**config.mk**
```make
export PLATFORM = sky130hd
export DESIGN_NAME = kelt_store
export DESIGN_NICKNAME = d
export VERILOG_FILES = /design/src/rtl/core/kelt_pkg.sv /design/src/rtl/core/kelt_store.sv
export SDC_FILE = /design/constraint.sdc
export NUM_CORES = 2
export LEC_CHECK = 0
export ABC_CLOCK_PERIOD_IN_PS = 108700
export BUFFER_PORTS_ARGS = -buffer_cell sky130_fd_sc_hd__buf_2
export CORE_UTILIZATION = 40
export CTS_CLUSTER_DIAMETER = 120
export DETAILED_ROUTE_END_ITERATION = 16
export SYNTH_ARGS = -nofsm -noshare
export SYNTH_HDL_FRONTEND = slang
export SYNTH_MEMORY_MAX_BITS = 65536
export SYNTH_SLANG_ARGS = --single-unit
```
**constraint.sdc**
```tcl
create_clock -name aclk -period 108.7 [get_ports aclk]
set_clock_uncertainty 0.2 [all_clocks]
set_input_delay 10.87 -clock aclk [delete_from_list [all_inputs] [get_ports aclk]]
set_output_delay 10.87 -clock aclk [all_outputs]
set_load 0.05 [all_outputs]
```
**src/rtl/core/kelt_pkg.sv**
```systemverilog
`timescale 1ns / 1ps

package kelt_pkg;

    localparam int NAME_BYTES = 30;
    localparam int KIND_BYTES = 20;
    localparam int NAME_W     = 8 * NAME_BYTES;
    localparam int KIND_W     = 8 * KIND_BYTES;
    localparam int AMOUNT_W   = 32;
    localparam int FIELD_W    = 4;

    typedef logic [NAME_W-1:0] name_t;
    typedef logic [KIND_W-1:0] kind_t;

    typedef struct packed {
        name_t                      name;
        kind_t                      kind;
        logic signed [AMOUNT_W-1:0] amount;
    } entry_t;

    typedef enum logic [1:0] {
        OP_INSERT = 2'd0,
        OP_REMOVE = 2'd1,
        OP_SEARCH = 2'd2,
        OP_LIST   = 2'd3
    } op_t;

    typedef enum logic [1:0] {
        ST_OK        = 2'd0,
        ST_FULL      = 2'd1,
        ST_NOT_FOUND = 2'd2,
        ST_EMPTY     = 2'd3
    } status_t;

    // a byte survives only if every byte below it is non-zero
    function automatic name_t canon_name(input name_t raw);
        logic [NAME_BYTES-1:0] nz;
        logic [NAME_BYTES-1:0] mask;
        name_t                 res;
        for (int j = 0; j < NAME_BYTES; j++) begin
            nz[j] = |raw[8*j +: 8];
        end
        for (int j = 0; j < NAME_BYTES; j++) begin
            mask = {NAME_BYTES{1'b1}} >> (NAME_BYTES - j);
            res[8*j +: 8] = (&(nz | ~mask)) ? raw[8*j +: 8] : 8'h00;
        end
        return res;
    endfunction

    function automatic kind_t canon_kind(input kind_t raw);
        logic [KIND_BYTES-1:0] nz;
        logic [KIND_BYTES-1:0] mask;
        kind_t                 res;
        for (int j = 0; j < KIND_BYTES; j++) begin
            nz[j] = |raw[8*j +: 8];
        end
        for (int j = 0; j < KIND_BYTES; j++) begin
            mask = {KIND_BYTES{1'b1}} >> (KIND_BYTES - j);
            res[8*j +: 8] = (&(nz | ~mask)) ? raw[8*j +: 8] : 8'h00;
        end
        return res;
    endfunction

endpackage

```
**src/rtl/core/kelt_store.sv**
```systemverilog
`timescale 1ns / 1ps

module kelt_store
    import kelt_pkg::*;
#(
    parameter int DEPTH = 10,
    parameter int AW    = 4
) (
    input  logic          aclk,
    input  logic          wr_en,
    input  logic [AW-1:0] wr_addr,
    input  entry_t        wr_data,
    input  logic [AW-1:0] rd_addr,
    output entry_t        rd_data
);

    entry_t mem [DEPTH];
    entry_t rd_data_reg;

    always_ff @(posedge aclk) begin
        if (wr_en) begin
            mem[wr_addr] <= wr_data;
        end
        rd_data_reg <= mem[rd_addr];
    end

    assign rd_data = rd_data_reg;

endmodule

```
==> flow_metrics.py <==
metrics = {
    "worst_setup_path": {
        "startpoint_type": "input pin",
        "critical_path_class": "input pin to flop",
        "rrSetupSlack_ns": 107.03,
        "worstPathMaxFanout": 119,
        "required_ns": 109.30,
        "crit_chain": "buf_12 -> buf_4 -> buf_4 -> buf_12 -> buf_4 -> buf_4 -> buf_4 -> buf_4 -> buf_4 -> mux2_2 -> o22ai_1 -> o31ai_1",
        "arrival_ns": 18.94,
        "crit_top_cell": "buf_4",
        "critPathBufInv": 9,
        "slowest_stage": "buf_4",
        "crit_path_end_kind": "flop",
        "max_stage_delay_ns": 0.91,
        "critPathTopFamily": "buffers and inverters",
    },
    "routing": {
        "totalWireLength_mm": 431,
        "wl_per_cell_um": 26.4,
        "drtPass1Iterations": 6,
        "first_iter_violations": 7382,
        "route.detailed.drc": 0,
        "vias_per_cell": 5.37,
        "drtAntennaViolNets": 0,
        "vias": 87700,
    },
    "clock_network": {
        "cts_tree": "done",
        "clock-root-buffer": "clkbuf_16",
        "clk_pin_slew_ns": 0.06,
        "insertion_delay_ns": 1.00,
        "cts.repair.resized": 0,
        "cts_hold_buf": 0,
        "numClockSinks": 4752,
        "clockBufferDepth": 4,
        "cts_buffers": 471,
        "post_cts_buffers": 0,
        "cts_max_level": 5,
    },
    "layout": {
        "final_layout_size_suffix_gt1_frac": 0.281,
        "largest_reg_flops": 4320,
        "multi_input_area_mm2": 0.0340,
        "area_delta_synth_final_pct": 15.3,
        "fillers": 36200,
        "nets": 10500,
        "ff_latch_area_mm2": 0.138,
        "final_core_util": 0.463,
    },
    "sta": {
        "fin_crit_sh": 0.169,
        "worst_pin_slew_ns": 1.18,
        "rsz0062_at_grt": "false",
        "relSlewSlack": 0.214,
        "hold_viol_final": 0,
        "finalCriticalPeriod_ns": 18.34,
        "drv_slew": 0,
        "setup_violations": 0,
        "fin_setup_tns_ns": 0,
        "clock.fmax_mhz": 54.5,
    },
    "logic_synthesis": {
        "avgSynthCellArea_um2": 19.3,
        "ys_seq_area_frac": 0.792,
        "synth_top_area_cell": "edfxtp_1",
        "synth_top_area_frac": 0.743,
        "synth.ff_latch_count": 4752,
        "yosys-top-cells-area": "edfxtp_1 (74%), mux2_2 (6.9%), mux2i_1 (5.0%)",
        "synth.distinct_cells": 21,
        "ys_warn_count": 0,
        "syn_area_mm2": 0.175,
        "syn_inst": 9065,
        "syn_nets": 9507,
    },
    "global_routing": {
        "grt_pass1_vias": 89800,
        "grt_antenna_before_repair": 194,
        "track_usage": 0.189,
        "grt_max_degree": 167,
        "grt_overflow_total": 0,
        "grt_first_pass_wirelength_mm": 618,
    },
    "die": {
        "core_mm2": 0.435,
        "io_pins": 874,
        "die_area_mm2": 0.439,
        "num_rows": 242,
        "die_h_um": 663,
        "initial_utilization": 0.402,
        "die_w_um": 663,
    },
    "flow_run": {
        "maxCapViolCount": 0,
    },
    "power_and_ir_drop": {
        "ir_drop_uv": 15.0,
        "powerDensity_mw_per_mm2": 19.5,
        "leakage_uw": 0.0680,
    },
    "min_path": {
        "hp-class": "flop to flop",
    },
    "placed_design": {
        "numPortBuffers": 873,
        "dp_hpwl_mm": 236,
        "globalplace.congestion": 0.754,
    },
    "run_status": {
        "status": "finished clean",
    },
}
-- final timing paths --
path,startpoint,endpoint,cells after the start
max,rd_addr[0],rd_data[360]$_DFF_P_,12
min,mem[8][429]$_DFFE_PP_,rd_data[429]$_DFF_P_,3
max reg2reg,mem[3][175]$_DFFE_PP_,rd_data[175]$_DFF_P_,3
min reg2reg,mem[8][429]$_DFFE_PP_,rd_data[429]$_DFF_P_,3
-- where the power goes --
part           leakage [uW]  internal [uW]  switching, uW
logic                0.0177           72.6            170
clock network       0.00763            934            690
registers            0.0427           2040           16.6
total                0.0680           3050            877
-- cells in the mapped netlist --
library cell	number
mux4_2	110
nor2_1	7
nor2b_1	110
mux2i_1	875
clkbuf_1	232
buf_2	168
edfxtp_1	4320
or3b_2	1
buf_1	41
dfxtp_1	432
nand2b_1	4
o31a_1	219
o22ai_1	754
nand3b_1	2
nand2_1	434
nor3_1	3
buf_4	66
buf_6	8
o31ai_1	213
or2_2	1
mux2_2	1065
-- per-stage QoR --
stage / worst slack (ns) / hold slack, ns / cell area [um^2] / std cells / total power (uW)
after detailed placement: 89.32 / 0.359 / 185000 / 15300 / 2340
after floorplan: 66.28 / 0.342 / 175000 / 9065 / 2260
after CTS: 90.39 / 0.358 / 201000 / 16200 / 3960
after global placement: 89.60 / 0.349 / 185000 / 15300 / 2340
after global routing: 89.96 / 0.379 / 201000 / 16300 / 4040
final: 90.36 / 0.355 / 201000 / 16300 / 3920
-- tightest hold or removal path, stage by stage, from the launching register on --
cell      delay (ns)
edfxtp_1        0.31
mux2_2          0.14
nand2_1         0.05
o31ai_1         0.06
-- cells in the final DEF (no fill, tap or decap), types with 7 or more instances in the layout --
| cell type | count |
|---|---|
| dfxtp_1 | 432 |
| clkbuf_16 | 474 |
| o31a_1 | 219 |
| nor2b_1 | 110 |
| nor2_4 | 7 |
| mux2i_1 | 875 |
| buf_2 | 869 |
| clkinv_2 | 85 |
| mux4_2 | 110 |
| o22ai_1 | 754 |
| bufinv_16 | 37 |
| clkbuf_1 | 125 |
| clkinvlp_4 | 14 |
| diode_2 | 95 |
| buf_12 | 17 |
| clkinv_16 | 10 |
| inv_6 | 8 |
| edfxtp_1 | 4320 |
| o31ai_1 | 213 |
| buf_4 | 164 |
| clkbuf_8 | 58 |
| nand2_1 | 433 |
| clkinv_1 | 63 |
| mux2_2 | 1065 |
-- cells by family after synthesis --
kind of cell | Yosys count | synth area share
compound gates | 1186 | 0.0471
simple gates | 562 | 0.0138
flops | 4752 | 0.792
mux | 2050 | 0.133
buf+inv | 515 | 0.0140
-- cell type report --
| type | instances | share of cell area |
|---|---|---|
| diodes | 95 | 0.00118 |
| flip-flops and latches | 4752 | 0.687 |
| clock inverters | 235 | 0.0125 |
| well taps | 5734 | 0.0356 |
| clock buffers | 657 | 0.0652 |
| multi-input cells | 3798 | 0.169 |
| repair buffers | 1053 | 0.0296 |
-- per-layer routing --
layer / GRT usage / vias to the layer above / wire length, um
li1: - / 38500 / -
met1: 0.247 / 45500 / 178000
met2: 0.304 / 2637 / 202000
met3: 0.0492 / 875 / 33700
met4: 0.0740 / 94 / 16500
met5: 0 / - / 583
Note: power is estimated with default switching activity, not from simulation.
