### src/rtl/core/kelt_pkg.sv
`timescale 1ns / 1ps

package kelt_pkg;

    localparam int NAME_BYTES = 30;
    localparam int KIND_BYTES = 20;
    localparam int NAME_W     = 8 * NAME_BYTES;
    localparam int KIND_W     = 8 * KIND_BYTES;
    localparam int AMOUNT_W   = 32;
    localparam int FIELD_W    = 4;

    typedef logic [NAME_W-1:0] name_t;
    typedef logic [KIND_W-1:0] kind_t;

    typedef struct packed {
        name_t                      name;
        kind_t                      kind;
        logic signed [AMOUNT_W-1:0] amount;
    } entry_t;

    typedef enum logic [1:0] {
        OP_INSERT = 2'd0,
        OP_REMOVE = 2'd1,
        OP_SEARCH = 2'd2,
        OP_LIST   = 2'd3
    } op_t;

    typedef enum logic [1:0] {
        ST_OK        = 2'd0,
        ST_FULL      = 2'd1,
        ST_NOT_FOUND = 2'd2,
        ST_EMPTY     = 2'd3
    } status_t;

    // a byte survives only if every byte below it is non-zero
    function automatic name_t canon_name(input name_t raw);
        logic [NAME_BYTES-1:0] nz;
        logic [NAME_BYTES-1:0] mask;
        name_t                 res;
        for (int j = 0; j < NAME_BYTES; j++) begin
            nz[j] = |raw[8*j +: 8];
        end
        for (int j = 0; j < NAME_BYTES; j++) begin
            mask = {NAME_BYTES{1'b1}} >> (NAME_BYTES - j);
            res[8*j +: 8] = (&(nz | ~mask)) ? raw[8*j +: 8] : 8'h00;
        end
        return res;
    endfunction

    function automatic kind_t canon_kind(input kind_t raw);
        logic [KIND_BYTES-1:0] nz;
        logic [KIND_BYTES-1:0] mask;
        kind_t                 res;
        for (int j = 0; j < KIND_BYTES; j++) begin
            nz[j] = |raw[8*j +: 8];
        end
        for (int j = 0; j < KIND_BYTES; j++) begin
            mask = {KIND_BYTES{1'b1}} >> (KIND_BYTES - j);
            res[8*j +: 8] = (&(nz | ~mask)) ? raw[8*j +: 8] : 8'h00;
        end
        return res;
    endfunction

endpackage

### src/rtl/core/kelt_cmp.sv
`timescale 1ns / 1ps

module kelt_cmp
    import kelt_pkg::*;
(
    input  logic  aclk,
    input  logic  load,
    input  name_t name_in,
    input  name_t entry_name,
    output name_t key,
    output logic  hit
);

    name_t key_reg;

    // key is held in trimmed form so stored names compare directly
    always_ff @(posedge aclk) begin
        if (load) begin
            key_reg <= canon_name(name_in);
        end
    end

    assign key = key_reg;
    assign hit = (key_reg == entry_name);

endmodule

### config.mk
export PLATFORM = sky130hd
export DESIGN_NAME = kelt_cmp
export DESIGN_NICKNAME = d
export VERILOG_FILES = /design/src/rtl/core/kelt_pkg.sv /design/src/rtl/core/kelt_cmp.sv
export SDC_FILE = /design/constraint.sdc
export NUM_CORES = 1
export LEC_CHECK = 0
export BUFFER_PORTS_ARGS = -buffer_cell sky130_fd_sc_hd__clkbuf_2
export CAP_MARGIN = 15
export CORE_AREA = 2 2 283 285
export CTS_CLUSTER_DIAMETER = 150
export DETAILED_ROUTE_END_ITERATION = 8
export DIE_AREA = 0 0 285 287
export PLACE_DENSITY = 0.41
export SYNTH_ARGS = -nofsm -noshare
export SYNTH_HDL_FRONTEND = slang
export SYNTH_SLANG_ARGS = --single-unit
### constraint.sdc
create_clock -name aclk -period 3.85 [get_ports aclk]
set_clock_uncertainty 0.1 [all_clocks]
set_input_delay 0.77 -clock aclk [delete_from_list [all_inputs] [get_ports aclk]]
set_output_delay 0.77 -clock aclk [all_outputs]
set_load 0.02 [all_outputs]
==> results of run 1 <==
## synth_stat cells (all sizes together)
cell	n	area share (%)
edfxtp	240	59
and2	179	9.2
xor2	140	10
xnor2	98	7.0
nor4	74	4.0
and3	58	3.0
nand4	37	2.0
or4	29	1.8
nor2	20	0.68
nand2	11	0.34
nor3	11	0.71
buf	7	0.34
clkbuf	3	0.092
a21boi	2	0.12
a21oi	2	0.082
inv	2	0.062
nand3	2	0.082
nor3b	2	0.21
nor4b	2	0.32
a2111oi	1	0.23
a211oi	1	0.062
a21o	1	0.062
a221oi	1	0.072
nand3b	1	0.16
nor2b	1	0.051
o22ai	1	0.051
## how the worst min path moves through the flow
stage                                         to  depth (start not counted)
after floorplan                 key[0]$_DFFE_PP_                          0
after global placement          key[1]$_DFFE_PP_                          1
after detailed placement  key[146]$_SDFFCE_PN0P_                          2
after CTS                 key[146]$_SDFFCE_PN0P_                          2
after global routing            key[3]$_DFFE_PP_                          1
final                           key[3]$_DFFE_PP_                          1
## layer usage
metal	share of wire [%]	track usage, %	vias up
met5	0.090	0	-
met4	3.3	7.21	10
met3	6.8	4.63	103
met2	49	32.2	551
met1	41	23.3	5519
li1	-	-	5089
## cell usage in the layout, fill, tap and decap left out, types with 7 or more instances in the layout
cell / instances
sky130_fd_sc_hd__nand2_1: 11
sky130_fd_sc_hd__clkbuf_1: 7
sky130_fd_sc_hd__nor4_4: 10
sky130_fd_sc_hd__or4_1: 28
sky130_fd_sc_hd__and2_1: 178
sky130_fd_sc_hd__edfxtp_1: 240
sky130_fd_sc_hd__clkbuf_16: 37
sky130_fd_sc_hd__clkbuf_2: 720
sky130_fd_sc_hd__xnor2_1: 98
sky130_fd_sc_hd__xor2_1: 139
sky130_fd_sc_hd__and3_1: 58
sky130_fd_sc_hd__nand4_1: 36
sky130_fd_sc_hd__buf_12: 9
sky130_fd_sc_hd__buf_4: 66
sky130_fd_sc_hd__nor4_2: 15
sky130_fd_sc_hd__nor4_1: 49
sky130_fd_sc_hd__nor2_1: 17
## power by group
part / internal [uW] / switching [uW]
Clock: 1830 / 1320
Combinational: 669 / 1080
Sequential: 3170 / 281
## area by class of cell
cell class / instances / share of cell area (%)
tap: 1050 / 6.88
timing repair buffer: 797 / 22.5
antenna: 6 / 0.0786
clock inverter: 19 / 0.720
sequential: 240 / 37.7
clock buffer: 44 / 4.98
multi-input combinational: 674 / 27.1
inverter: 2 / 0.0393
## timing repair
action / CTS / global route
pin swaps: 4 / 12
endpoints found under the setup margin: 1 / 1
buffers inserted: 5 / 4
resized for setup: 29 / 8
## logic make-up after synthesis
| logic type | after synthesis |
|---|---|
| DFF | 240 |
| AOI/OAI and AO/OA | 9 |
| and+or+nand+nor | 427 |
| buffers and inverters | 12 |
| xor gates and xnor gates | 238 |
## stage by stage
step	setup TNS (ns)	instances	instance area, sq um	util [%]
6_report	-0.0831	2832	19100	24.3
5_1_grt	-0.167	2827	19100	24.3
4_1_cts	-0.211	2822	19000	24.2
3_5_place_dp	-0.811	2754	17700	22.5
3_3_place_gp	-1.13	2753	17600	22.4
2_1_floorplan	0	926	12200	-
==> impl_results.html, run 1 <==
<table>
<tr><th>Metric</th><th>Value</th></tr>
<tr><th colspan="2">Outcome</th></tr>
<tr><td>Run status</td><td>finished, violations left</td></tr>
<tr><td>Failing checks</td><td>setup timing</td></tr>
<tr><th colspan="2">Setup path</th></tr>
<tr><td>Worst EP required</td><td>2.98 ns</td></tr>
<tr><td>Depth of the critical timing path with buffers and inverters included</td><td>8</td></tr>
<tr><td>Worst path max stage delay</td><td>0.51 ns</td></tr>
<tr><td>Cell with the largest stage delay on the worst path</td><td>sky130_fd_sc_hd__edfxtp_1</td></tr>
<tr><td>Type of the worst setup path</td><td>flip-flop to output port</td></tr>
<tr><td>Endpoint arrival time on the critical path</td><td>3.06 ns</td></tr>
<tr><td>Crit path cell chain</td><td>xor2_1, nor4_2, nand4_1, nor3_2, buf_4, nand4_1, nor3_2, buf_4</td></tr>
<tr><td>Highest fanout seen on the critical path</td><td>2</td></tr>
<tr><td>Kind of cell with the highest combined delay on the critical path</td><td>simple AND/OR/NAND/NOR gates</td></tr>
<tr><td>Startpoint types</td><td>flip-flop</td></tr>
<tr><td>Capture point of the critical path</td><td>hit</td></tr>
<tr><td>Kind of capture point of the worst setup path</td><td>output port</td></tr>
<tr><td>Critical path buffer and inverter count</td><td>2</td></tr>
<tr><td>Critical path origin</td><td>key[53]$_SDFFCE_PN0P_</td></tr>
<tr><th colspan="2">Logic synthesis</th></tr>
<tr><td>Mean cell area of the mapped netlist</td><td>13.2 sq um</td></tr>
<tr><td>Xor-xnor portion of the synthesized cell area</td><td>17.1%</td></tr>
<tr><td>Complex-gate fraction of the synthesized area</td><td>0.678%</td></tr>
<tr><td>Area fraction in and, or, nand and nor cells after synthesis</td><td>22.6%</td></tr>
<tr><td>Cell count after synthesis</td><td>926</td></tr>
<tr><td>Post-synthesis mux area share</td><td>0%</td></tr>
<tr><td>Count of cell types in the netlist</td><td>35</td></tr>
<tr><td>Seq/Total Area, Yosys</td><td>59.1%</td></tr>
<tr><td>Cell area after technology mapping</td><td>0.0122 sq mm</td></tr>
<tr><td>Synthesized Nets</td><td>1408</td></tr>
<tr><td>Number of warning messages in the yosys log</td><td>0</td></tr>
<tr><td>Main combinational cell family by area after synthesis</td><td>simple AND/OR/NAND/NOR gates</td></tr>
<tr><td>Adder and majority cell fraction of the synthesized area</td><td>0%</td></tr>
<tr><td>Post-synthesis sequential element count</td><td>240</td></tr>
<tr><th colspan="2">STA</th></tr>
<tr><td>Min Clock Period, post-route</td><td>3.93 ns</td></tr>
<tr><td>Tcrit/Tclk final</td><td>102%</td></tr>
<tr><td>Post-layout worst setup margin</td><td>-0.0831 ns</td></tr>
<tr><td>Fmax achieved</td><td>254 MHz</td></tr>
<tr><td>RSZ-0062 raised after global routing</td><td>yes</td></tr>
<tr><td>Max Transition Viols Final</td><td>0</td></tr>
<tr><td>Final-layout worst hold slack</td><td>0.397 ns</td></tr>
<tr><td>Max transition margin</td><td>33.1%</td></tr>
<tr><td>Number of setup violations in the final report</td><td>1</td></tr>
<tr><td>Final Hold Viols</td><td>0</td></tr>
<tr><td>Transition time at the pin with the least slew margin</td><td>1.00 ns</td></tr>
<tr><th colspan="2">Clock network</th></tr>
<tr><td>Clk slew on worst S/H paths</td><td>0.06 ns</td></tr>
<tr><td>Count of hold buffers inserted by post-cts repair</td><td>0</td></tr>
<tr><td>H-tree depth</td><td>2</td></tr>
<tr><td>CTS tree</td><td>yes</td></tr>
<tr><td>Number of buffers created by CTS</td><td>35</td></tr>
<tr><td>CTS root buf</td><td>sky130_fd_sc_hd__clkbuf_16</td></tr>
<tr><td>Maximum clock insertion buffer count</td><td>3</td></tr>
<tr><td>Clock tree sinks</td><td>240</td></tr>
<tr><th colspan="2">Final layout</th></tr>
<tr><td>Layout net count</td><td>2232</td></tr>
<tr><td>Number of flip-flops in the largest register</td><td>240</td></tr>
<tr><td>Area growth, synth to finish</td><td>56.8%</td></tr>
<tr><td>Sequential cell area</td><td>0.00721 sq mm</td></tr>
<tr><td>Share of final-layout standard cells stronger than drive strength 1</td><td>50.2%</td></tr>
<tr><td>Area taken by multi-input logic gates</td><td>0.00517 sq mm</td></tr>
<tr><td>FILL cells</td><td>8566</td></tr>
<tr><th colspan="2">Global route</th></tr>
<tr><td>First-pass GRT wire length</td><td>104 mm</td></tr>
<tr><td>Maximum number of pins on one net before global-route repair</td><td>78</td></tr>
<tr><td>GR Util All Layers</td><td>19.0%</td></tr>
<tr><td>Total congestion overflow after global routing</td><td>0</td></tr>
<tr><td>Initial antenna violation count</td><td>9</td></tr>
<tr><td>Number of global-route vias before repair</td><td>11904</td></tr>
<tr><th colspan="2">Power and ir drop</th></tr>
<tr><td>Max VDD drop</td><td>0.262 mV</td></tr>
<tr><td>Overall power consumption</td><td>8350 uW</td></tr>
<tr><td>Static Leakage</td><td>0.00807 uW</td></tr>
<tr><td>Power density of the placed cells</td><td>437 mW/mm^2</td></tr>
<tr><th colspan="2">Min path</th></tr>
<tr><td>Type of the tightest min-delay check</td><td>primary input to flip-flop</td></tr>
<tr><td>Hold path startpoint</td><td>name_in[3]</td></tr>
<tr><th colspan="2">Drt</th></tr>
<tr><td>Ratio of routed vias to standard cells</td><td>3.98</td></tr>
<tr><td># DRC</td><td>0</td></tr>
<tr><td>Number of DRC markers after the initial detailed-route iteration</td><td>781</td></tr>
<tr><td>Detailed-route wire length per cell</td><td>28.8 microns</td></tr>
<tr><td>Number of iterations in the first detailed-routing pass</td><td>4</td></tr>
<tr><td>DRT antenna net count</td><td>0</td></tr>
<tr><td>Detailed Route WL</td><td>81.5 mm</td></tr>
<tr><td>Total via count in the routed design</td><td>11272</td></tr>
<tr><th colspan="2">Floorplanning</th></tr>
<tr><td>Standard-cell rows</td><td>103</td></tr>
<tr><td>Die area</td><td>0.0818 sq mm</td></tr>
<tr><td>Floorplan die width</td><td>285 microns</td></tr>
<tr><td>Core outline area</td><td>0.0786 sq mm</td></tr>
<tr><td>Number of top-level pins</td><td>723</td></tr>
<tr><td>Die height</td><td>287 microns</td></tr>
<tr><td>Initial cell density of the core</td><td>15.5%</td></tr>
<tr><th colspan="2">Place</th></tr>
<tr><td>Port Buffer Count</td><td>722</td></tr>
<tr><td>Post-Place Worst Slack</td><td>-0.811 ns</td></tr>
<tr><td>HPWL after detailed placement</td><td>71.5 mm</td></tr>
<tr><td>Final RePlAce weighted congestion</td><td>0.921</td></tr>
<tr><th colspan="2">Run</th></tr>
<tr><td>Max-Cap Viols</td><td>0</td></tr>
</table>
(Power assumes the default switching activity.)
==> run 2, diff against run 1 <==
CORE_AREA = 2 2 279 281   (was 2 2 283 285)
DIE_AREA = 0 0 281 283   (was 0 0 285 287)
PLACE_DENSITY = 0.42   (was 0.41)
TNS_END_PERCENT = 1   (was not set)
clock period = 4.1 ns   (was 3.85 ns; I/O delays follow)
==> impl_results.html, run 2 (synthesis results as in run 1) <==
<table>
<tr><th>Metric</th><th>Value</th></tr>
<tr><th colspan="2">Clock network</th></tr>
<tr><td>H-tree depth</td><td>1</td></tr>
<tr><td>Count of hold buffers inserted by post-cts repair</td><td>0</td></tr>
<tr><td>Clock tree sinks</td><td>240</td></tr>
<tr><td>Clk slew on worst S/H paths</td><td>0.06 ns</td></tr>
<tr><td>Number of buffers created by CTS</td><td>31</td></tr>
<tr><td>CTS tree</td><td>yes</td></tr>
<tr><td>CTS root buf</td><td>sky130_fd_sc_hd__clkbuf_16</td></tr>
<tr><td>Maximum clock insertion buffer count</td><td>3</td></tr>
<tr><th colspan="2">Global route</th></tr>
<tr><td>Maximum number of pins on one net before global-route repair</td><td>68</td></tr>
<tr><td>Met1 layer usage reported by global route</td><td>24.3%</td></tr>
<tr><td>Total congestion overflow after global routing</td><td>0</td></tr>
<tr><td>GRT met2 Usage</td><td>34.1%</td></tr>
<tr><td>Initial antenna violation count</td><td>10</td></tr>
<tr><td>GR Util All Layers</td><td>19.2%</td></tr>
<tr><td>First-pass GRT wire length</td><td>103 mm</td></tr>
<tr><td>Met3 layer usage reported by global route</td><td>3.57%</td></tr>
<tr><td>Number of global-route vias before repair</td><td>11760</td></tr>
<tr><td>Routing layer with the top usage in global route</td><td>met2</td></tr>
<tr><th colspan="2">Place</th></tr>
<tr><td>Final RePlAce weighted congestion</td><td>0.923</td></tr>
<tr><td>HPWL after detailed placement</td><td>69.3 mm</td></tr>
<tr><td>Port Buffer Count</td><td>722</td></tr>
<tr><td>Area after DPL</td><td>0.0176 sq mm</td></tr>
<tr><th colspan="2">Setup path</th></tr>
<tr><td>Worst path max stage delay</td><td>0.47 ns</td></tr>
<tr><td>Endpoint arrival time on the critical path</td><td>3.12 ns</td></tr>
<tr><td>Kind of cell with the highest combined delay on the critical path</td><td>simple AND/OR/NAND/NOR gates</td></tr>
<tr><td>Type of the worst setup path</td><td>flip-flop to output port</td></tr>
<tr><td>Worst EP required</td><td>3.18 ns</td></tr>
<tr><td>Startpoint types</td><td>flip-flop</td></tr>
<tr><td>Crit path cell chain</td><td>xor2_1, nor4_4, buf_4, nand4_1, nor4_2, buf_4, nand4_1, nor3_4, buf_6</td></tr>
<tr><td>Cell with the largest stage delay on the worst path</td><td>sky130_fd_sc_hd__edfxtp_1</td></tr>
<tr><td>Highest fanout seen on the critical path</td><td>2</td></tr>
<tr><td>Critical path buffer and inverter count</td><td>3</td></tr>
<tr><td>Kind of capture point of the worst setup path</td><td>output port</td></tr>
<tr><th colspan="2">Final layout</th></tr>
<tr><td>Share of final-layout standard cells stronger than drive strength 1</td><td>49.7%</td></tr>
<tr><td>Commonest non-fill, non-tap cells in the layout</td><td>720 x sky130_fd_sc_hd__clkbuf_2, 240 x sky130_fd_sc_hd__edfxtp_1, 178 x sky130_fd_sc_hd__and2_1, 140 x sky130_fd_sc_hd__xor2_1, 96 x sky130_fd_sc_hd__xnor2_1</td></tr>
<tr><td>Post-Layout Inst Area</td><td>0.0188 sq mm</td></tr>
<tr><td>Most common cell after layout, fill and taps aside</td><td>sky130_fd_sc_hd__clkbuf_2</td></tr>
<tr><td>Number of flip-flops in the largest register</td><td>240</td></tr>
<tr><td>Area growth, synth to finish</td><td>54.2%</td></tr>
<tr><td>Number of inserted diodes</td><td>0</td></tr>
<tr><td>Layout net count</td><td>2220</td></tr>
<tr><th colspan="2">Floorplanning</th></tr>
<tr><td>Floorplan die width</td><td>281 microns</td></tr>
<tr><td>Initial cell density of the core</td><td>15.9%</td></tr>
<tr><td>Number of top-level pins</td><td>723</td></tr>
<tr><td>Die height</td><td>283 microns</td></tr>
<tr><td>Die area</td><td>0.0795 sq mm</td></tr>
<tr><td>Core outline area</td><td>0.0767 sq mm</td></tr>
<tr><td>Standard-cell rows</td><td>102</td></tr>
<tr><th colspan="2">Outcome</th></tr>
<tr><td>Run status</td><td>completed</td></tr>
<tr><th colspan="2">Min path</th></tr>
<tr><td>Type of the tightest min-delay check</td><td>primary input to flip-flop</td></tr>
<tr><th colspan="2">STA</th></tr>
<tr><td>Min Clock Period, post-route</td><td>4.04 ns</td></tr>
<tr><td>Max transition margin</td><td>39.4%</td></tr>
<tr><td>Final Hold Viols</td><td>0</td></tr>
<tr><td>Tcrit/Tclk final</td><td>98.6%</td></tr>
<tr><td>RSZ-0062 raised after global routing</td><td>yes</td></tr>
<tr><td>Max Transition Viols Final</td><td>0</td></tr>
<tr><td>Number of setup violations in the final report</td><td>0</td></tr>
<tr><td>Transition time at the pin with the least slew margin</td><td>0.903 ns</td></tr>
<tr><td>Fmax achieved</td><td>247 MHz</td></tr>
<tr><th colspan="2">Power and ir drop</th></tr>
<tr><td>Power density of the placed cells</td><td>403 mW/mm^2</td></tr>
<tr><td>Overall power consumption</td><td>7570 uW</td></tr>
<tr><td>Max VDD drop</td><td>0.278 mV</td></tr>
<tr><td>Static Leakage</td><td>0.00794 uW</td></tr>
<tr><th colspan="2">Drt</th></tr>
<tr><td>Detailed-route wire length per cell</td><td>28.2 microns</td></tr>
<tr><td>Detailed Route WL</td><td>79.1 mm</td></tr>
<tr><td># DRC</td><td>0</td></tr>
<tr><td>Number of DRC markers after the initial detailed-route iteration</td><td>704</td></tr>
<tr><td>Ratio of routed vias to standard cells</td><td>3.97</td></tr>
<tr><td>Number of iterations in the first detailed-routing pass</td><td>7</td></tr>
<tr><td>DRT antenna net count</td><td>0</td></tr>
<tr><td>Total via count in the routed design</td><td>11133</td></tr>
<tr><th colspan="2">Run</th></tr>
<tr><td>Max-Cap Viols</td><td>0</td></tr>
</table>
==> run 2: cell types whose count changed in the layout (fill, tap and decap cells not counted), sizes merged <==
| cell | previous run | this run |
|---|---|---|
| bufinv | 1 | 3 |
| buf | 77 | 69 |
| inv | 4 | 3 |
| clkbuf | 764 | 756 |
| diode | 6 | 0 |
==> run 2: metal layers <==
metal	vias up	routed length, microns
li1	5066	-
met1	5480	33000
met2	512	39900
met3	67	4640
met4	8	1490
met5	-	49
==> run 2: final timing paths <==
check                              start               end  slack, ns  cells past startpoint
setup / recovery  key[233]$_SDFFCE_PN0P_               hit       0.06                      9
hold / removal                name_in[2]  key[2]$_DFFE_PP_       0.32                      1
==> run 2: what timing repair did <==
action,CTS,global route
gates resized for setup,24,5
setup endpoints to repair,1,1
pin swaps,5,1
setup buffers,2,0
==> run 2: stage by stage <==
step / worst slack (ns) / cells / setup TNS (ns) / util, % / hold slack, ns
floorplan: 1.01 / 926 / 0 / - / 0.819
global placement: -0.693 / 2742 / -2.70 / 23.0 / 0.917
detailed placement: -0.695 / 2743 / -0.695 / 23.0 / 0.919
CTS: -0.156 / 2801 / -0.156 / 24.5 / 0.270
global route: -0.0994 / 2801 / -0.0994 / 24.5 / 0.293
finish: 0.0568 / 2801 / 0 / 24.5 / 0.318
==> run 2: final cells by class <==
cell class              instances  area [sq um]
fillers                      8328         57900
flip-flops and latches        240          7210
multi-input cells             674          5110
repair buffers                789          4200
well taps                    1040          1300
clock buffers                  36           795
clock inverters                20           183
inverters                       2          7.51
==> run 2: power by group <==
group | internal (uW) | total, uW | switching, uW
sequential | 2970 | 3240 | 265
combinational | 617 | 1600 | 981
clock | 1560 | 2730 | 1170
total | 5150 | 7570 | 2410
